[src/sv/gif_frame_compositor_unit_assert.svh]
// Assertion macros for the GIF frame compositor.
// Used by the top level; expects i_clk and i_rst_n in scope.
`ifndef GIF_FRAME_COMPOSITOR_UNIT_ASSERT_SVH
`define GIF_FRAME_COMPOSITOR_UNIT_ASSERT_SVH
`ifndef SYNTHESIS
// same-cycle implication
`define GFC_ASSERT_IMP(lbl, ante, cons, msg) \
    lbl: assert property (@(posedge i_clk) disable iff (!i_rst_n) (ante) |-> (cons)) \
        else $error(msg);
// next-cycle implication
`define GFC_ASSERT_NXT(lbl, ante, cons, msg) \
    lbl: assert property (@(posedge i_clk) disable iff (!i_rst_n) (ante) |=> (cons)) \
        else $error(msg);
`else
`define GFC_ASSERT_IMP(lbl, ante, cons, msg)
`define GFC_ASSERT_NXT(lbl, ante, cons, msg)
`endif
`endif

[src/sv/gfc_pkg.sv]
// Shared types, constants and tables of the GIF frame compositor.
// No dependencies; compiled first.
package gfc_pkg;

    localparam int PAL_ENTRIES  = 256;
    localparam int PAL_AW       = $clog2(PAL_ENTRIES);
    localparam int ADDRESS_BITS = 24;
    localparam int ADDR_OUT_W   = 24;
    localparam int ADDR_KEEP    = (ADDRESS_BITS < ADDR_OUT_W) ? ADDRESS_BITS : ADDR_OUT_W;
    localparam int COLOR_W      = 32;
    localparam int ROW_W        = 14;
    localparam int COL_W        = 14;
    localparam int CFG_DATA_W   = 17;

    localparam logic [1:0] DISP_BKGD = 2'd2;
    localparam logic [1:0] DISP_PREV = 2'd3;

    typedef enum logic [1:0] {
        FN_LOAD  = 2'd0,
        FN_PIXEL = 2'd1,
        FN_END   = 2'd2,
        FN_TICK  = 2'd3
    } t_func;

    typedef enum logic [2:0] {
        CFG_CANVAS_WIDTH   = 3'd0,
        CFG_CANVAS_HEIGHT  = 3'd1,
        CFG_FRAME_LEFT     = 3'd2,
        CFG_FRAME_TOP      = 3'd3,
        CFG_FRAME_COLS     = 3'd4,
        CFG_FRAME_ROWS     = 3'd5,
        CFG_FRAME_MODE     = 3'd6,
        CFG_INDEX_SETTINGS = 3'd7
    } t_cfg_idx;

    typedef struct packed {
        logic [12:0] canvas_width;
        logic [12:0] canvas_height;
        logic [11:0] frame_left;
        logic [11:0] frame_top;
        logic [12:0] frame_cols;
        logic [12:0] frame_rows;
        logic [4:0]  frame_mode;
        logic [16:0] index_settings;
    } t_cfg;

    // request handed from the walker to the emit stage
    typedef struct packed {
        logic             emit;
        logic             fill_ld;
        logic             use_fill;
        logic             mask_alpha;
        logic             pal_zero;
        logic             buf_sel;
        logic             last;
        logic [ROW_W-1:0] row;
        logic [COL_W-1:0] col;
    } t_s1;

    function automatic logic [2:0] pass_start(input logic [1:0] p);
        logic [2:0] v;
        case (p)
            2'd0:    v = 3'd0;
            2'd1:    v = 3'd4;
            2'd2:    v = 3'd2;
            default: v = 3'd1;
        endcase
        return v;
    endfunction

    function automatic logic [3:0] pass_step(input logic [1:0] p);
        logic [3:0] v;
        case (p)
            2'd0:    v = 4'd8;
            2'd1:    v = 4'd8;
            2'd2:    v = 4'd4;
            default: v = 4'd2;
        endcase
        return v;
    endfunction

endpackage

[src/sv/gfc_out_if.sv]
// Result word channel of the GIF frame compositor (canvas writes).
// Standalone; valid/ready handshake with the write fields.
interface gfc_out_if;
    logic        valid;
    logic        ready;
    logic        buffer_select;
    logic [23:0] canvas_address;
    logic [31:0] pixel_color;
    logic        fill_last;

    modport source (output valid, buffer_select, canvas_address, pixel_color, fill_last,
                     input ready);
    modport sink   (input valid, buffer_select, canvas_address, pixel_color, fill_last,
                     output ready);
endinterface

[src/sv/gfc_emit.sv]
// Emit stage: palette data select, canvas address multiply, output register.
// Depends on gfc_pkg and gfc_out_if.
module gfc_emit (
    input  logic                         i_clk,
    input  logic                         i_rst_n,
    input  gfc_pkg::t_s1                 i_req,
    input  logic [12:0]                  i_canvas_width,
    input  logic [gfc_pkg::COLOR_W-1:0]  i_rdata,
    output logic                         o_take,
    gfc_out_if.source                    o_res
);
    import gfc_pkg::*;

    logic               r_s1_v;
    t_s1                r_s1;
    logic [COLOR_W-1:0] r_fill_color;
    logic               r_out_v;
    logic               r_out_buf;
    logic [ADDR_OUT_W-1:0] r_out_addr;
    logic [COLOR_W-1:0] r_out_color;
    logic               r_out_last;

    logic               s1_move;
    logic [COLOR_W-1:0] pal, pal_fill, color;
    logic [26:0]        prod;
    logic [27:0]        sum;

    // S1 drains unless it holds a write and the output register is blocked
    assign s1_move = r_s1_v && (!r_s1.emit || !r_out_v || o_res.ready);
    assign o_take  = !r_s1_v || s1_move;

    assign pal      = r_s1.pal_zero ? '0 : i_rdata;
    assign pal_fill = r_s1.mask_alpha ? {8'h00, pal[23:0]} : pal;
    assign color    = r_s1.use_fill ? r_fill_color : pal;
    assign prod     = 27'(i_canvas_width) * 27'(r_s1.row);
    assign sum      = 28'(prod) + 28'(r_s1.col);

    always_ff @(posedge i_clk) begin
        if (!i_rst_n) begin
            r_s1_v  <= 1'b0;
            r_out_v <= 1'b0;
        end else begin
            if (o_take) begin
                r_s1_v <= i_req.emit || i_req.fill_ld;
            end
            if (s1_move && r_s1.emit) begin
                r_out_v <= 1'b1;
            end else if (o_res.ready) begin
                r_out_v <= 1'b0;
            end
        end
    end

    always_ff @(posedge i_clk) begin
        if (o_take) begin
            r_s1 <= i_req;
        end
        if (s1_move && r_s1.fill_ld) begin
            r_fill_color <= pal_fill;
        end
        if (s1_move && r_s1.emit) begin
            r_out_buf   <= r_s1.buf_sel;
            r_out_addr  <= ADDR_OUT_W'(sum[ADDR_KEEP-1:0]);
            r_out_color <= color;
            r_out_last  <= r_s1.last;
        end
    end

    assign o_res.valid          = r_out_v;
    assign o_res.buffer_select  = r_out_buf;
    assign o_res.canvas_address = r_out_addr;
    assign o_res.pixel_color    = r_out_color;
    assign o_res.fill_last      = r_out_last;
endmodule

[src/flat_wrapper.sv]
// flat-port wrapper written by rule: the top's interface ports become plain ports
module gfc_emit_flat import gfc_pkg::*;
  (i_clk, i_rst_n, i_req, i_canvas_width, i_rdata, o_take, o_res_valid, o_res_buffer_select, o_res_canvas_address, o_res_pixel_color, o_res_fill_last, o_res_ready);
  gfc_out_if o_res_i ();
  input  logic i_clk;
  input  logic i_rst_n;
  input  gfc_pkg::t_s1 i_req;
  input  logic [12:0] i_canvas_width;
  input  logic [gfc_pkg::COLOR_W-1:0] i_rdata;
  output logic o_take;
  output wire logic [$bits(o_res_i.valid)-1:0] o_res_valid;
  output wire logic [$bits(o_res_i.buffer_select)-1:0] o_res_buffer_select;
  output wire logic [$bits(o_res_i.canvas_address)-1:0] o_res_canvas_address;
  output wire logic [$bits(o_res_i.pixel_color)-1:0] o_res_pixel_color;
  output wire logic [$bits(o_res_i.fill_last)-1:0] o_res_fill_last;
  input wire logic [$bits(o_res_i.ready)-1:0] o_res_ready;
  assign o_res_valid = o_res_i.valid;
  assign o_res_buffer_select = o_res_i.buffer_select;
  assign o_res_canvas_address = o_res_i.canvas_address;
  assign o_res_pixel_color = o_res_i.pixel_color;
  assign o_res_fill_last = o_res_i.fill_last;
  assign o_res_i.ready = o_res_ready;
  gfc_emit u_core (.i_clk(i_clk), .i_rst_n(i_rst_n), .i_req(i_req), .i_canvas_width(i_canvas_width), .i_rdata(i_rdata), .o_take(o_take), .o_res(o_res_i));
endmodule
[config.mk]
export PLATFORM = sky130hd
export DESIGN_NAME = gfc_emit_flat
export DESIGN_NICKNAME = d
export VERILOG_FILES = /design/src/sv/gif_frame_compositor_unit_assert.svh /design/src/sv/gfc_pkg.sv /design/src/sv/gfc_out_if.sv /design/src/sv/gfc_emit.sv /design/src/flat_wrapper.sv
export SDC_FILE = /design/constraint.sdc
export NUM_CORES = 1
export LEC_CHECK = 0
export BUFFER_PORTS_ARGS = -buffer_cell sky130_fd_sc_hd__buf_2
export CAP_MARGIN = 20
export CORE_ASPECT_RATIO = 1.2
export CORE_MARGIN = 4
export CORE_UTILIZATION = 30
export CTS_BUF_LIST = sky130_fd_sc_hd__clkbuf_8 sky130_fd_sc_hd__clkbuf_16
export DETAILED_ROUTE_END_ITERATION = 7
export SLEW_MARGIN = 0
export SYNTH_ARGS = -nofsm -noshare
export SYNTH_HDL_FRONTEND = slang
export SYNTH_SLANG_ARGS = --single-unit
[constraint.sdc]
create_clock -name i_clk -period 12.49 [get_ports i_clk]
set_input_delay 0 -clock i_clk [delete_from_list [all_inputs] [get_ports i_clk]]
set_output_delay 0 -clock i_clk [all_outputs]
set_load 0.1 [all_outputs]
==> key figures <==
Run status
  – Status: finished, final reports clean

Placement
  – Post-DP HPWL: 18.4 mm
  – Port bufs: 142
  – Dpl cell area: 11900 sq um
  – GPL Wtd Cong: 0.813
  – Placed cell count: 1510

Worst setup path
  – Critical Path Start: u_core.r_s1[21]
  – Critical path fanouts, max: 13
  – Arrival time worst endpoint: 6.21 ns
  – Worst Setup Path Type: reg2reg
  – Worst setup SP type: register
  – Data required, critical path: 12.68 ns
  – Family with the most delay on the worst path: adder cells
  – Worst Setup End Kind: register
  – Biggest cell delay along the critical path: 0.57 ns
  – Critical Path, Cell by Cell: and2_1 -> fa_1 -> inv_1 -> fa_1 -> inv_1 -> fa_1 -> inv_1 -> fa_1 -> inv_1 -> fa_1 -> inv_1 -> fa_1 -> inv_1 -> ha_1 -> o21ai_0 -> or2b_2 -> o2111ai_4 -> o311ai_4 -> a31o_1 -> a21oi_2 -> xnor2_1
  – R2R Path Start: u_core.r_s1[21]
  – Crit-path slowest cell: edfxtp_1
  – Crit path buffers/inverters: 6

Logic synthesis
  – Leading area contributor after synthesis: edfxtp_1
  – Yosys top cell area share: 35.1%
  – Synthesized area per cell: 11.4 sq um
  – Flops & latches, synth: 127
  – Yosys warning total: 0
  – Syn Nets: 1236
  – Largest cells by area after synthesis: edfxtp_1 (35%), fa_1 (26%), ha_1 (8.7%), inv_1 (6.6%), and2_1 (4.7%)
  – Cell area after synthesis: 10700 sq um
  – Synth async-reset ratio: 0%
  – Most used DFF post-synth: edfxtp_1
  – Synth Instances: 939
  – Sequential-to-total area share from yosys stat: 35.5%
  – Post-synth EDFFs: 125
  – Netlist cell types: 50

STA
  – Slew at the pin with the worst max-slew slack: 0.810 ns
  – Final hold violations: 0
  – Relative slew slack: 46.0%
  – RSZ-0062 raised after global routing: false
  – Final setup fails: 0
  – Final period util: 48.2%
  – Worst Skew: 0.0104 ns
  – Final Max Slew Viols: 0
  – Final TNS setup: 0 ns
  – Fmax: 166 MHz
  – Minimum clock period: 6.02 ns

Route
  – Total number of vias: 7189
  – Vias per inst: 4.46
  – Routed WL per cell: 15.1 um
  – DRC viols: 0
  – Antenna Violating Nets Remaining: 0
  – Drt total wl: 24.4 mm
  – DRT iter0 DRCs: 266
  – Pre-antenna DRT Iters: 4

CTS
  – CTS tree: done
  – Clk_lat worst skew: 0.44 ns
  – Number of CTS-inserted buffers: 17
  – H-Tree Level Count: 4
  – Sink Count: 127
  – Deepest clock path buffer count: 2
  – Root Driver: clkbuf_16
  – Clock slew at reported path FFs: 0.07 ns
  – Setup Fix Bufs, Post-CTS: 0

Global route
  – GRT overflow: 0
  – Largest net degree at the start of global routing: 59
  – Overall global routing resource usage: 13.0%
  – First-pass GRT wire length: 39.9 mm
  – Initial antenna violation count: 0
  – Vias in the first global route: 7757

Layout
  – Antenna Cells: 0
  – Non-Filler Instances: 1613
  – Layout area overhead: 23.7%
  – Share of cells above drive strength 1: 19.4%
  – Finished Core Util: 37.7%
  – Nets@finish: 1435
  – Post-Layout Inst Area: 13200 sq um

Power
  – Maximum vdd drop: 353 uV
  – Pwr/cell area: 283 nW/um^2
  – Tot Pwr: 3.74 mW
  – Leak pwr: 6.07 nW

Min path
  – Critical hold path startpoint: i_canvas_width[0]
  – Worst min-delay path class: in2reg

Floorplanning
  – Die W: 180 um
  – Rows: 75
  – Die Ht: 215 um
  – Die ar.: 38700 sq um
  – Starting Density: 30.5%
  – Core box area: 35100 sq um
  – # IOs: 143

Job
  – # Max-Cap Violations: 0
==> final timing paths <==
path / end / slack (ns) / cells after the start
worst max-delay path: u_core.o_res.canvas_address[21] / 6.47 / 21
worst max register to register: u_core.o_res.canvas_address[21] / 6.47 / 21
worst min register to register: u_core.o_res.fill_last / 0.42 / 0
worst min-delay path: u_core.o_res.canvas_address[0] / 0.20 / 3
==> timing repair <==
item / in CTS / in global routing
hold endpoints to repair: 77 / 0
gates resized for setup: 0 / 0
hold buffers: 69 / 0
==> placed cells by master (no fill, tap or decap), drive strengths merged, types with 2 or more instances in the layout <==
master	synthesis	final
ha	74	74
edfxtp	125	125
xnor2	19	19
nor2	13	13
dlygate4sd3	0	69
inv	187	197
a21o	9	9
xor2	9	9
bufinv	0	2
o31ai	2	2
o21ba	2	2
and2	81	81
o21ai	16	16
nand3	4	4
fa	140	140
dfxtp	2	2
nand4	4	4
buf	4	147
a211oi	2	2
and4	2	2
nand2b	9	9
o311ai	3	3
clkinv	0	2
nand2	116	116
mux2	24	24
nor2b	26	26
clkbuf	32	17
a21oi	19	19
==> layout make-up <==
class | count | area [sq um]
Multi-Input combinational cell | 589 | 6080
Clock buffer | 17 | 425
Inverter | 187 | 702
Fill cell | 3472 | 21900
Tap cell | 462 | 578
Sequential cell | 127 | 3790
Timing Repair Buffer | 216 | 1470
Clock inverter | 15 | 171
==> state kept, by name (all words and copies together) (netlist names) <==
signal,cells
u_core.r_fill_color,32
u_core.r_s1_v,1
u_core.r_s1,35
u_core.o_res.pixel_color,32
u_core.o_res.valid,1
u_core.o_res.fill_last,1
u_core.o_res.canvas_address,24
u_core.o_res.buffer_select,1
==> layer usage <==
metal | vias to the layer above | wire length (um) | track usage [%] | part of all wire, %
met5 | - | 0 | 0 | 0
met1 | 3629 | 9650 | 15.0 | 39
met4 | 0 | 695 | 4.97 | 2.8
met3 | 44 | 997 | 3.09 | 4.1
met2 | 161 | 13100 | 23.4 | 54
li1 | 3355 | - | - | -
==> cell families after synthesis <==
kind of cell | after synthesis | share of synthesized area, %
fa+ha+maj | 214 | 34.9
flops | 127 | 35.5
xor+xnor | 28 | 2.29
buf+inv | 223 | 7.87
simple gates | 260 | 12.2
compound gates | 63 | 4.71
mux | 24 | 2.53
==> report_power, final <==
group / internal, mW / switching (mW) / leakage (nW)
logic: 0.981 / 1.57 / 4.54
clock network: 0.301 / 0.219 / 0.297
registers: 0.643 / 0.0245 / 1.23
total: 1.92 / 1.81 / 6.07
==> worst min-delay path: cells and delay by family <==
family / cells / cell delay (ns)
buffers and inverters: 1 / 0.24
adder cells (fa/ha/maj): 1 / 0.11
AND/OR/NAND/NOR: 1 / 0.17
==> stage by stage <==
| stage | worst slack, ns | hold WS, ns |
|---|---|---|
| global placement | 6.56 | 0.178 |
| detailed placement | 6.47 | 0.178 |
| CTS | 6.46 | 0.173 |
| floorplan | 6.89 | 0.0989 |
| global route | 6.21 | 0.235 |
| finish | 6.47 | 0.197 |
==> cell usage after synthesis (2+ instances only) <==
| cell type | n |
|---|---|
| a211oi_2 | 2 |
| a21o_1 | 7 |
| a21o_2 | 2 |
| a21oi_1 | 16 |
| a21oi_2 | 2 |
| and2_1 | 81 |
| and4_1 | 2 |
| buf_1 | 3 |
| clkbuf_1 | 32 |
| dfxtp_1 | 2 |
| edfxtp_1 | 125 |
| fa_1 | 140 |
| ha_1 | 74 |
| inv_1 | 187 |
| mux2_2 | 24 |
| nand2_1 | 115 |
| nand2b_1 | 9 |
| nand3_1 | 4 |
| nand4_1 | 4 |
| nor2_1 | 13 |
| nor2b_1 | 26 |
| o21ai_0 | 13 |
| o21ai_2 | 2 |
| o21ba_1 | 2 |
| xnor2_1 | 19 |
| xor2_1 | 9 |
(Power assumes the default switching activity.)
