<file path="src/sv/gif_frame_compositor_unit_assert.svh">
// Assertion macros for the GIF frame compositor.
// Used by the top level; expects i_clk and i_rst_n in scope.
`ifndef GIF_FRAME_COMPOSITOR_UNIT_ASSERT_SVH
`define GIF_FRAME_COMPOSITOR_UNIT_ASSERT_SVH
`ifndef SYNTHESIS
// same-cycle implication
`define GFC_ASSERT_IMP(lbl, ante, cons, msg) \
    lbl: assert property (@(posedge i_clk) disable iff (!i_rst_n) (ante) |-> (cons)) \
        else $error(msg);
// next-cycle implication
`define GFC_ASSERT_NXT(lbl, ante, cons, msg) \
    lbl: assert property (@(posedge i_clk) disable iff (!i_rst_n) (ante) |=> (cons)) \
        else $error(msg);
`else
`define GFC_ASSERT_IMP(lbl, ante, cons, msg)
`define GFC_ASSERT_NXT(lbl, ante, cons, msg)
`endif
`endif

</file>
<file path="src/sv/gfc_pkg.sv">
// Shared types, constants and tables of the GIF frame compositor.
// No dependencies; compiled first.
package gfc_pkg;

    localparam int PAL_ENTRIES  = 256;
    localparam int PAL_AW       = $clog2(PAL_ENTRIES);
    localparam int ADDRESS_BITS = 24;
    localparam int ADDR_OUT_W   = 24;
    localparam int ADDR_KEEP    = (ADDRESS_BITS < ADDR_OUT_W) ? ADDRESS_BITS : ADDR_OUT_W;
    localparam int COLOR_W      = 32;
    localparam int ROW_W        = 14;
    localparam int COL_W        = 14;
    localparam int CFG_DATA_W   = 17;

    localparam logic [1:0] DISP_BKGD = 2'd2;
    localparam logic [1:0] DISP_PREV = 2'd3;

    typedef enum logic [1:0] {
        FN_LOAD  = 2'd0,
        FN_PIXEL = 2'd1,
        FN_END   = 2'd2,
        FN_TICK  = 2'd3
    } t_func;

    typedef enum logic [2:0] {
        CFG_CANVAS_WIDTH   = 3'd0,
        CFG_CANVAS_HEIGHT  = 3'd1,
        CFG_FRAME_LEFT     = 3'd2,
        CFG_FRAME_TOP      = 3'd3,
        CFG_FRAME_COLS     = 3'd4,
        CFG_FRAME_ROWS     = 3'd5,
        CFG_FRAME_MODE     = 3'd6,
        CFG_INDEX_SETTINGS = 3'd7
    } t_cfg_idx;

    typedef struct packed {
        logic [12:0] canvas_width;
        logic [12:0] canvas_height;
        logic [11:0] frame_left;
        logic [11:0] frame_top;
        logic [12:0] frame_cols;
        logic [12:0] frame_rows;
        logic [4:0]  frame_mode;
        logic [16:0] index_settings;
    } t_cfg;

    // request handed from the walker to the emit stage
    typedef struct packed {
        logic             emit;
        logic             fill_ld;
        logic             use_fill;
        logic             mask_alpha;
        logic             pal_zero;
        logic             buf_sel;
        logic             last;
        logic [ROW_W-1:0] row;
        logic [COL_W-1:0] col;
    } t_s1;

    function automatic logic [2:0] pass_start(input logic [1:0] p);
        logic [2:0] v;
        case (p)
            2'd0:    v = 3'd0;
            2'd1:    v = 3'd4;
            2'd2:    v = 3'd2;
            default: v = 3'd1;
        endcase
        return v;
    endfunction

    function automatic logic [3:0] pass_step(input logic [1:0] p);
        logic [3:0] v;
        case (p)
            2'd0:    v = 4'd8;
            2'd1:    v = 4'd8;
            2'd2:    v = 4'd4;
            default: v = 4'd2;
        endcase
        return v;
    endfunction

endpackage

</file>
<file path="src/sv/gfc_walk.sv">
// Cursor walker: interlace/straight pixel placement, disposal and fill sequencing.
// Depends on gfc_pkg; issues palette reads and emit requests.
module gfc_walk (
    input  logic          i_clk,
    input  logic          i_rst_n,
    input  gfc_pkg::t_cfg i_cfg,
    input  logic          i_acc,
    input  logic [1:0]    i_func,
    input  logic [7:0]    i_pixel_value,
    output gfc_pkg::t_s1  o_req,
    output logic          o_rd_en,
    output logic [7:0]    o_rd_idx,
    output logic          o_fill_active
);
    import gfc_pkg::*;

    logic [1:0]  r_pass, n_pass;
    logic [12:0] r_row, n_row;
    logic [12:0] r_col, n_col;
    logic [11:0] r_fill_row, n_fill_row;
    logic [12:0] r_fill_col, n_fill_col;
    logic        r_fill_active, n_fill_active;
    logic        r_fill_whole, n_fill_whole;
    logic        r_abuf, n_abuf;

    logic        interlace, first, transp;
    logic [1:0]  disp, eff_disp;
    logic [8:0]  tidx;
    logic [7:0]  bidx;

    // pixel walk
    logic        p_ok, p_in;
    logic [3:0]  st0, st1;
    logic [1:0]  p1;
    logic [12:0] r1, r2, c1, c2;

    // fill walk
    logic [12:0] fw, fh;
    logic [11:0] fr0, fc0;
    logic        t_zero, t_last;
    logic [13:0] fc_inc;

    // disposal
    logic [7:0]  end_idx;

    assign interlace = i_cfg.frame_mode[0];
    assign first     = i_cfg.frame_mode[1];
    assign transp    = i_cfg.frame_mode[2];
    assign disp      = i_cfg.frame_mode[4:3];
    assign tidx      = i_cfg.index_settings[8:0];
    assign bidx      = i_cfg.index_settings[16:9];
    assign eff_disp  = (disp == DISP_PREV && first) ? DISP_BKGD : disp;
    assign end_idx   = (transp && !tidx[8]) ? tidx[7:0] : bidx;

    always_comb begin
        p_ok = (i_cfg.frame_cols != '0) && (i_cfg.frame_rows != '0);
        st0  = interlace ? pass_step(r_pass) : 4'd1;
        c1   = r_col;
        r1   = r_row;
        if (r_col >= i_cfg.frame_cols) begin
            c1 = '0;
            r1 = r_row + 13'(st0);
        end
        // skip passes that have no rows in this rectangle
        p1 = r_pass;
        for (int k = 0; k < 3; k++) begin
            if (interlace && r1 >= i_cfg.frame_rows && p1 != 2'd3) begin
                p1 = p1 + 2'd1;
                r1 = 13'(pass_start(p1));
            end
        end
        p_in = r1 < i_cfg.frame_rows;
        st1  = interlace ? pass_step(p1) : 4'd1;
        c2   = c1 + 13'd1;
        r2   = r1;
        if (c2 >= i_cfg.frame_cols) begin
            c2 = '0;
            r2 = r1 + 13'(st1);
        end
    end

    always_comb begin
        fw     = r_fill_whole ? i_cfg.canvas_width  : i_cfg.frame_cols;
        fh     = r_fill_whole ? i_cfg.canvas_height : i_cfg.frame_rows;
        fr0    = r_fill_whole ? 12'd0 : i_cfg.frame_top;
        fc0    = r_fill_whole ? 12'd0 : i_cfg.frame_left;
        t_zero = (fw == '0) || (fh == '0);
        t_last = ({1'b0, r_fill_row} >= fh - 13'd1) && (r_fill_col >= fw - 13'd1);
        fc_inc = 14'(r_fill_col) + 14'd1;
    end

    always_comb begin
        n_pass        = r_pass;
        n_row         = r_row;
        n_col         = r_col;
        n_fill_row    = r_fill_row;
        n_fill_col    = r_fill_col;
        n_fill_active = r_fill_active;
        n_fill_whole  = r_fill_whole;
        n_abuf        = r_abuf;
        o_req         = '0;
        o_req.buf_sel = r_abuf;
        o_rd_en       = 1'b0;
        o_rd_idx      = i_pixel_value;
        unique case (t_func'(i_func))
            FN_LOAD: begin
            end
            FN_PIXEL: begin
                if (p_ok) begin
                    n_pass = p1;
                    if (p_in) begin
                        n_row = r2;
                        n_col = c2;
                        if ({1'b0, i_pixel_value} != tidx) begin
                            o_req.emit     = 1'b1;
                            o_req.pal_zero = {1'b0, i_pixel_value} >= 9'(PAL_ENTRIES);
                            o_req.row      = 14'(i_cfg.frame_top) + 14'(r1);
                            o_req.col      = 14'(i_cfg.frame_left) + 14'(c1);
                            o_rd_en        = 1'b1;
                        end
                    end else begin
                        n_row = r1;
                        n_col = c1;
                    end
                end
            end
            FN_END: begin
                n_pass = '0;
                n_row  = '0;
                n_col  = '0;
                if (eff_disp == DISP_PREV) begin
                    n_abuf = ~r_abuf;
                end else if (eff_disp == DISP_BKGD) begin
                    n_fill_whole  = first;
                    n_fill_row    = '0;
                    n_fill_col    = '0;
                    n_fill_active = first
                        ? (i_cfg.canvas_width != '0 && i_cfg.canvas_height != '0)
                        : (i_cfg.frame_cols != '0 && i_cfg.frame_rows != '0);
                    o_req.fill_ld    = 1'b1;
                    o_req.mask_alpha = transp;
                    o_req.pal_zero   = {1'b0, end_idx} >= 9'(PAL_ENTRIES);
                    o_rd_idx         = end_idx;
                    o_rd_en          = 1'b1;
                end
            end
            FN_TICK: begin
                if (r_fill_active) begin
                    if (t_zero || t_last) begin
                        n_fill_active = 1'b0;
                        n_fill_row    = '0;
                        n_fill_col    = '0;
                    end else if (fc_inc >= 14'(fw)) begin
                        n_fill_col = '0;
                        n_fill_row = r_fill_row + 12'd1;
                    end else begin
                        n_fill_col = 13'(fc_inc);
                    end
                    if (!t_zero) begin
                        o_req.emit     = 1'b1;
                        o_req.use_fill = 1'b1;
                        o_req.last     = t_last;
                        o_req.row      = 14'(fr0) + 14'(r_fill_row);
                        o_req.col      = 14'(fc0) + 14'(r_fill_col);
                    end
                end
            end
            default: begin
            end
        endcase
        if (!i_acc) begin
            o_req.emit    = 1'b0;
            o_req.fill_ld = 1'b0;
            o_rd_en       = 1'b0;
        end
    end

    always_ff @(posedge i_clk) begin
        if (!i_rst_n) begin
            r_pass        <= '0;
            r_row         <= '0;
            r_col         <= '0;
            r_fill_row    <= '0;
            r_fill_col    <= '0;
            r_fill_active <= 1'b0;
            r_fill_whole  <= 1'b0;
            r_abuf        <= 1'b0;
        end else if (i_acc) begin
            r_pass        <= n_pass;
            r_row         <= n_row;
            r_col         <= n_col;
            r_fill_row    <= n_fill_row;
            r_fill_col    <= n_fill_col;
            r_fill_active <= n_fill_active;
            r_fill_whole  <= n_fill_whole;
            r_abuf        <= n_abuf;
        end
    end

    assign o_fill_active = r_fill_active;
endmodule

</file>
<file path="config.mk">
export PLATFORM = sky130hd
export DESIGN_NAME = gfc_walk
export DESIGN_NICKNAME = d
export VERILOG_FILES = /design/src/sv/gif_frame_compositor_unit_assert.svh /design/src/sv/gfc_pkg.sv /design/src/sv/gfc_walk.sv
export SDC_FILE = /design/constraint.sdc
export NUM_CORES = 1
export LEC_CHECK = 0
export ABC_AREA = 1
export BUFFER_PORTS_ARGS = -buffer_cell sky130_fd_sc_hd__buf_2
export CAP_MARGIN = 10
export CORE_AREA = 2 2 110 218
export DETAILED_ROUTE_END_ITERATION = 12
export DIE_AREA = 0 0 112 220
export GPL_TIMING_DRIVEN = 0
export PLACE_DENSITY = 0.66
export SYNTH_ARGS = -nofsm -noshare
export SYNTH_HDL_FRONTEND = slang
export SYNTH_SLANG_ARGS = --single-unit
</file>
<file path="constraint.sdc">
create_clock -name i_clk -period 11.92 [get_ports i_clk]
set_clock_uncertainty 0.1 [all_clocks]
set_input_delay 1.788 -clock i_clk [delete_from_list [all_inputs] [get_ports i_clk]]
set_output_delay 1.788 -clock i_clk [all_outputs]
set_load 0.02 [all_outputs]
</file>
==> results.ini, run 1 <==
[sta]
fin_crit_ps=11450
timing_hold_violations_final=0
setup_viol=0
finalCritPeriodShare=0.9603
rsz0062_at_grt=no
max_freq_ghz=0.08736
slew_viol_final=0
maxSlewHeadroom=0.1108
worstMarginPinSlew_ps=1316

[finish]
area_delta_synth_final_pct=14.98
utilization=0.5586
fin_nets=2293
post_route_cells_drive_above_1_share=0.1564
final_cell_mix=nand2_1, inv_1, ha_1
final_common_cell=nand2_1
n_fill_cell=2468
n_antenna_cell=0
fin_area_sq_um=12920

[setup_path]
start_kind=primary input
r2r-start=r_pass[0]
crit_fanout=10
critical_path_required_ps=10030
max_stage_delay_ps=310
criticalPathCategory=primary input to primary output
crit_top_cell=nand2_1
crit_path_top_delay_cell=ha_1
r2r-end=r_row[12]
r2r_cells=57
cp.arrival_ps=9560
cp-end-kind=primary output
reg2reg_slack_ps=3090

[logic_synthesis]
synth.area.top_cells=ha_1, nand2_1, dfxtp_1
yosys_register_bits=56
synth_edf_count=0
ys_seq_area_frac=0.09977
syn-num-nets=2121
yosys.area.top_type_share=0.2171
ys.warnings.count=0
syn_inst=1809
syn_area_per_cell_sq_um=6.212
synth-async-reset-ratio=0
syn_area_sq_um=11240
synth_flop_cell=dfxtp_1
synth_top_cell_by_area=ha_1
netlist-cell-type-count=62

[clocking]
htreeDepth=2
clkSinkCount=56
path_clk_slew_ps=90
cts-root-buf=clkbuf_16
cts_max_path_buffers=2
cts_tree=yes
hold_buffers=0
numCtsBuffers=5
clkLatencyLatePin_ps=320

[floorplanning]
initial_utilization=0.4858
die_y_um=220
rows=79
die_w_um=112
core_area_sq_um=23130
ioPinCount=156
dieArea_sq_um=24640

[power]
power_leakage_uw=0.006958
power_uw=567.7
power_density_nw_per_um2=43.94
ir_worst_vdd_mv=0.08415

[global_route]
grt_first_pass_wirelength_mm=63.18
antenna_found_initial=0
grt-ovfl-total=0
groute.usage.overall=0.3293
grt_pass1_vias=12504
grt_max_degree=21

[place]
portBuffers=154
place_area_sq_um=12360
gp_congestion=1.006
dp_hpwl_mm=35.74

[outcome]
outcome=completed

[detailed_routing]
postRouteAntennaNets=0
drc_errors=0
drtPass1Iterations=7
totalWireLength_mm=41.98
drt-vias-per-instance=5.626
drt_iter0_drc=587
vias=12744
drt-wirelength-per-cell_um=18.54

[flow_run]
drv_cap=0

[min_path]
worstHoldStart=r_col[12]
min_path_type=flip-flop to flip-flop
hold_path_depth=2
hold_end=r_col[12]

-- synth_stat cells, types with 6 or more instances --
library cell and count:
nand3_1 95, fa_1 6, a31oi_1 6, dfxtp_1 56, inv_2 11, nor3_1 28, nand3b_1 9, nor2_2 7
o31ai_1 8, a21oi_1 128, inv_1 278, a22oi_1 10, or2_2 6, clkbuf_1 12, buf_4 9, xor2_1 53
ha_1 195, buf_2 10, o22ai_1 17, o21bai_1 7, o21ai_2 15, o21ai_0 78, o211ai_1 11, buf_6 6
nand2_2 8, o21ai_1 29, nand3_2 6, nand2_1 399, nand4_1 28, nor2_1 176, nor4_1 9, xnor2_1 31
-- layout make-up --
cell class / count / area (sq um) / area share
Inverter: 294 / 1110 / 0.08590
Buffer: 39 / 301.5 / 0.02334
Multi-Input combinational cell: 1420 / 8976 / 0.6948
Timing Repair Buffer: 165 / 903.4 / 0.06992
Tap cell: 283 / 354.1 / 0.02741
Clock buffer: 5 / 125.1 / 0.009684
Sequential cell: 56 / 1121 / 0.08677
Clock inverter: 3 / 28.78 / 0.002227
-- critical path, delay by kind of cell --
kind | cells | cell delay, ps
AOI/OAI and AO/OA | 16 | 2210
xor gates and xnor gates | 1 | 150
adders and majority gates | 5 | 1500
buffers and inverters | 12 | 1630
and+or+nand+nor | 21 | 2280
-- worst max-delay path by stage --
stage	end	cells past startpoint	slack, ps	from
final	o_req[25]	55	470	i_cfg[37]
after global routing	o_req[25]	56	2	i_cfg[17]
after CTS	o_req[16]	57	5	i_cfg[42]
after detailed placement	o_req[22]	52	-1480	i_cfg[17]
after global placement	o_req[22]	52	-1410	i_cfg[17]
after floorplan	o_req[25]	50	910	i_cfg[17]
-- kinds of logic after synthesis --
group,Yosys count,synth area share
other cells,1,0.0003337
simple gates,792,0.3079
buf+inv,333,0.1195
xor+xnor,85,0.06692
flops,56,0.09977
compound gates,341,0.1778
fa+ha+maj,201,0.2278
-- state kept, by name (all words and copies together) (netlist names) --
name and count:
r_pass 2, r_abuf 1, r_fill_col 13, r_row 13, r_fill_row 12, o_fill_active 1, r_col 13, r_fill_whole 1
-- what timing repair did --
action,CTS,global route
buffers inserted,2,7
gates cloned,1,1
resized for setup,30,49
pin swaps,2,6
endpoints found under the setup margin,30,30
-- stage by stage --
stage / setup TNS, ps / cells / worst slack, ps / hold WS (ps)
5_1_grt: 0 / 2265 / 1.643 / 410.1
6_report: 0 / 2265 / 473.5 / 397.4
4_1_cts: 0 / 2257 / 4.829 / 394.3
2_1_floorplan: 0 / 1809 / 905.3 / 358.0
3_3_place_gp: -36770 / 2246 / -1407 / 374.2
3_5_place_dp: -38710 / 2246 / -1485 / 378.1
-- power by group --
group	switching, uW	internal [uW]	total, uW
sequential	2.29	188	191
clock	90.5	81.7	172
combinational	132	72.7	205
total	225	343	568
-- metal layers --
metal | vias to the layer above | track usage | share of wire
met5 | - | 0 | 0
met4 | 0 | 0.2630 | 0.097
met3 | 178 | 0.03108 | 0.034
li1 | 6313 | - | -
met2 | 402 | 0.6574 | 0.53
met1 | 5851 | 0.2927 | 0.34
(Power assumes the default switching activity.)
==> inputs of run 2 (changes only) <==
clock period = 14 ns   (was 11.92 ns; I/O delays follow)
==> results.ini, run 2 (synthesized netlist as in run 1, its figures left out) <==
[setup_path]
cp.arrival_ps=11180  ; was 9560 ps
max_stage_delay_ps=480  ; was 310 ps
crit_fanout=10  ; unchanged
crit_path_top_delay_cell=fa_1  ; was ha_1
cp-end-kind=primary output  ; unchanged
start_kind=primary input  ; unchanged
crit_top_cell=nand2_1  ; unchanged
critical_path_required_ps=11800  ; was 10030 ps
criticalPathCategory=primary input to primary output  ; unchanged

[finish]
top_regs=r_col x13, r_fill_col x13, r_row x13  ; unchanged
fin_nets=2285  ; was 2293
instances_no_fill=2257  ; was 2265
n_fill_cell=2489  ; was 2468
fin_area_sq_um=12590  ; was 12920 sq um
final_common_cell=nand2_1  ; unchanged
n_antenna_cell=0  ; unchanged
area_delta_synth_final_pct=12.07  ; was 14.98%
final_cell_mix=nand2_1, inv_1, ha_1  ; unchanged
post_route_cells_drive_above_1_share=0.1388  ; was 0.1564

[outcome]
outcome=completed  ; unchanged

[global_route]
grt_max_degree=21  ; unchanged
groute.usage.overall=0.3270  ; was 0.3293
grt_first_pass_wirelength_mm=62.85  ; was 63.18 mm
grt-ovfl-total=0  ; unchanged
grt_pass1_vias=12487  ; was 12504
antenna_found_initial=0  ; unchanged

[min_path]
min_path_type=flip-flop to flip-flop  ; unchanged

[floorplanning]
core_area_sq_um=23130  ; unchanged
die_w_um=112  ; unchanged
ioPinCount=156  ; unchanged
die_y_um=220  ; unchanged
initial_utilization=0.4858  ; unchanged
dieArea_sq_um=24640  ; unchanged
rows=79  ; unchanged

[flow_run]
drv_cap=0  ; unchanged

[sta]
finalCritPeriodShare=0.9556
fin_setup_tns_ps=0  ; unchanged
timing_hold_violations_final=0  ; unchanged
slew_viol_final=0  ; unchanged
fin_crit_ps=13380
setup_viol=0  ; unchanged
fin_ws_ps=622.0  ; was 473.5 ps
maxSlewHeadroom=0.2177  ; was 0.1108
max_freq_ghz=0.07475
worstMarginPinSlew_ps=1158  ; was 1316 ps

[detailed_routing]
drc_errors=0  ; unchanged
postRouteAntennaNets=0  ; unchanged
totalWireLength_mm=41.33  ; was 41.98 mm
drt-vias-per-instance=5.610  ; was 5.626
vias=12661  ; was 12744
drt-wirelength-per-cell_um=18.31  ; was 18.54 um
drtPass1Iterations=5  ; was 7
drt_iter0_drc=545  ; was 587

[clocking]
htreeDepth=2  ; unchanged
numCtsBuffers=5  ; unchanged
cts_tree=yes  ; unchanged
clkLatencyLatePin_ps=320  ; about the same
clkSinkCount=56  ; unchanged
cts-root-buf=clkbuf_16  ; unchanged
path_clk_slew_ps=90  ; about the same
cts_max_path_buffers=2  ; unchanged

[place]
portBuffers=154  ; unchanged
pre_cts_ws_ps=-28.68  ; was -1485 ps
gp_congestion=1.006  ; unchanged
dpl.cell_count=2246  ; unchanged
dp_hpwl_mm=35.74  ; unchanged
place_area_sq_um=12360  ; unchanged

[power]
power_density_nw_per_um2=37.89  ; was 43.94 nW/um^2
power_leakage_uw=0.006843  ; was 0.006958 uW
ir_worst_vdd_mv=0.07019  ; was 0.08415 mV

==> run 2: what timing repair did <==
item                       CTS  global route
buffers inserted             0             3
gates resized for setup      1            17
pin swaps                    0             1
hold buffers                 0             0
setup endpoints to repair    4            30
gates cloned                 0             0
==> run 2: final cells by class <==
| cell class | count | area [sq um] | share of cell area |
|---|---|---|---|
| Inverter | 294 | 1109 | 0.08803 |
| Sequential cell | 56 | 1121 | 0.08902 |
| Clock inverter | 3 | 28.78 | 0.002285 |
| Timing Repair Buffer | 157 | 793.3 | 0.06299 |
| Clock buffer | 5 | 125.1 | 0.009935 |
| Buffer | 39 | 242.7 | 0.01927 |
| Tap cell | 283 | 354.1 | 0.02812 |
| Multi-Input combinational cell | 1420 | 8820 | 0.7003 |
==> run 2: per-stage QoR <==
stage | util | hold WS, ps | power [uW]
2_1_floorplan | - | 358.0 | 268.8
3_3_place_gp | 0.5345 | 374.2 | 330.1
3_5_place_dp | 0.5345 | 378.1 | 332.6
4_1_cts | 0.5413 | 392.1 | 478.2
5_1_grt | 0.5445 | 410.1 | 500.6
6_report | 0.5445 | 395.0 | 477.2
==> run 2: report_power, final <==
part / internal (uW) / switching [uW]
clock: 69.6 / 76.5
sequential: 160 / 1.96
combinational: 58.7 / 110
==> run 2: path summary, 6_finish.rpt <==
| kind | startpoint | endpoint | slack (ps) | cells past startpoint |
|---|---|---|---|---|
| worst max-delay path | i_cfg[17] | o_req[22] | 620 | 52 |
| worst min-delay path | r_col[12] | r_col[12] | 400 | 2 |
| worst max register to register | r_pass[0] | r_row[12] | 4450 | 54 |
| worst min register to register | r_col[12] | r_col[12] | 400 | 2 |
==> run 2: worst max-delay path, delay by kind of cell <==
| family | cells | cell delay [ps] |
|---|---|---|
| adders and majority gates | 6 | 1970 |
| AOI/OAI and AO/OA | 13 | 2200 |
| and+or+nand+nor | 17 | 2120 |
| xor gates and xnor gates | 1 | 140 |
| buffers and inverters | 15 | 2640 |
==> run 2: metal layers <==
layer / share of wire / GRT usage / up-vias
met4: 0.095 / 0.2634 / 0
met3: 0.033 / 0.03080 / 174
met5: 0 / 0 / -
met1: 0.34 / 0.2914 / 5795
li1: - / - / 6288
met2: 0.53 / 0.6509 / 404
==> inputs of run 3 (changes only) <==
REMOVE_ABC_BUFFERS = 1   (was not set)
==> results.ini, run 3 (synthesized netlist as in run 1, its figures left out) <==
[outcome]
outcome=completed  ; unchanged

[finish]
fin_nets=2246  ; was 2285
final_common_cell=nand2_1  ; unchanged
top_regs=r_col x13, r_fill_col x13, r_row x13  ; unchanged
area_delta_synth_final_pct=10.10  ; was 12.07%
final_cell_mix=nand2_1, inv_1, ha_1  ; unchanged
post_route_cells_drive_above_1_share=0.1282  ; was 0.1388
fin_area_sq_um=12370  ; was 12590 sq um

[min_path]
hold_path_depth=2  ; unchanged
worstHoldStart=o_fill_active  ; was r_col[12]
min_path_type=flip-flop to flip-flop  ; unchanged

[detailed_routing]
drt_iter0_drc=698  ; was 545
vias=12318  ; was 12661
drt-vias-per-instance=5.551  ; was 5.610
totalWireLength_mm=39.29  ; was 41.33 mm
postRouteAntennaNets=0  ; unchanged
drt-wirelength-per-cell_um=17.71  ; was 18.31 um
drtPass1Iterations=5  ; unchanged
drc_errors=0  ; unchanged

[clocking]
clkSinkCount=56  ; unchanged
htreeDepth=2  ; unchanged
numCtsBuffers=5  ; unchanged
cts_tree=yes  ; unchanged
cts_max_path_buffers=2  ; unchanged
path_clk_slew_ps=70  ; was 90 ps
clkLatencyLatePin_ps=330  ; was 320 ps
cts-root-buf=clkbuf_16  ; unchanged

[setup_path]
cp_num_buf_inv=9  ; was 15
max_stage_delay_ps=450  ; was 480 ps
critical_path_required_ps=11800  ; about the same
criticalPathCategory=primary input to primary output  ; unchanged
cp_top_family=simple AND/OR/NAND/NOR gates  ; was buffers and inverters
start_kind=primary input  ; unchanged
r2r-start=r_pass[0]  ; unchanged
cp-end-kind=primary output  ; unchanged
reg2reg_slack_ps=4320  ; was 4450 ps
crit_cells=50  ; was 52
critPathCapture=o_req[25]  ; was o_req[22]
crit_start=i_cfg[17]  ; unchanged
cp.arrival_ps=10970  ; was 11180 ps
r2r-end=r_col[12]  ; was r_row[12]
r2r_cells=51  ; was 54
crit_path_top_delay_cell=fa_1  ; unchanged
crit_fanout=25  ; was 10

[global_route]
groute.usage.overall=0.3163  ; was 0.3270
grt_max_degree=44  ; was 21
grt_first_pass_wirelength_mm=60.87  ; was 62.85 mm
grt-ovfl-total=0  ; unchanged
grt_pass1_vias=11993  ; was 12487
antenna_found_initial=1  ; was 0

[sta]
finalCritPeriodShare=0.9410  ; was 0.9556
maxSlewHeadroom=0.2074  ; was 0.2177
setup_viol=0  ; unchanged
max_freq_ghz=0.07591  ; was 0.07475 GHz
timing_hold_violations_final=0  ; unchanged
fin_crit_ps=13170  ; was 13380 ps
slew_viol_final=0  ; unchanged
worstMarginPinSlew_ps=1186  ; was 1158 ps
rsz0062_at_grt=no
fin_setup_tns_ps=0  ; unchanged

[place]
place_area_sq_um=12160  ; was 12360 sq um
dp_hpwl_mm=32.85  ; was 35.74 mm
portBuffers=154  ; unchanged
gp_congestion=0.9937  ; was 1.006

[floorplanning]
rows=79  ; unchanged
ioPinCount=156  ; unchanged
initial_utilization=0.4858  ; unchanged
dieArea_sq_um=24640  ; unchanged
die_w_um=112  ; unchanged
die_y_um=220  ; unchanged
core_area_sq_um=23130  ; unchanged

[power]
power_leakage_uw=0.006736  ; was 0.006843 uW
power_density_nw_per_um2=37.93  ; was 37.89 nW/um^2
ir_worst_vdd_mv=0.04969  ; was 0.07019 mV

[flow_run]
drv_cap=0  ; unchanged

[run 3: metal layers]
layer	global-route usage	vias up	part of all wire
li1	-	6227	-
met1	0.3032	5587	0.35
met2	0.6156	376	0.53
met3	0.02860	128	0.039
met4	0.2329	0	0.081
met5	0	-	0
[run 3: power by group]
part           internal (uW)  switching, uW
registers                160           2.92
clock network           67.2           74.5
logic                   56.6            108
[run 3: per-stage QoR]
| stage | power (uW) | instances | hold slack (ps) | util | setup slack, ps |
|---|---|---|---|---|---|
| 3_5_place_dp | 329.0 | 2208 | 379.0 | 0.5255 | -928.1 |
| 3_3_place_gp | 325.6 | 2207 | 374.1 | 0.5242 | -1318 |
| 4_1_cts | 471.8 | 2218 | 391.0 | 0.5331 | 110.8 |
| 2_1_floorplan | 265.8 | 1770 | 358.0 | - | 1548 |
| 6_report | 469.3 | 2219 | 389.9 | 0.5349 | 826.3 |
| 5_1_grt | 494.8 | 2219 | 401.3 | 0.5349 | 43.40 |
[run 3: cell type report]
class | instances | area (sq um)
fillers | 2445 | 10760
multi-input cells | 1421 | 8842
flip-flops and latches | 56 | 1122
inverters | 294 | 1109
repair buffers | 156 | 793.3
well taps | 283 | 354.1
clock buffers | 5 | 125.1
clock inverters | 3 | 23.77
diodes | 1 | 2.502
[run 3: worst min path at each step]
stage / to / slack, ps
floorplan: r_fill_row[10] / 360
global placement: o_fill_active / 370
detailed placement: r_row[3] / 380
CTS: o_fill_active / 390
global route: o_fill_active / 400
finish: o_fill_active / 390
[run 3: repair_timing]
action	4_1_cts	5_1_grt
gates cloned	1	0
gates resized for setup	2	12
endpoints found under the setup margin	30	30
pin swaps	0	1
hold buffers	0	0
setup buffers	1	0
[run 3: worst min-delay path, delay by kind of cell, from the launching register on]
| kind | cells | cell delay [ps] |
|---|---|---|
| AND/OR/NAND/NOR | 1 | 60 |
| AO/OA/AOI/OAI | 1 | 50 |
| flip-flops | 1 | 330 |
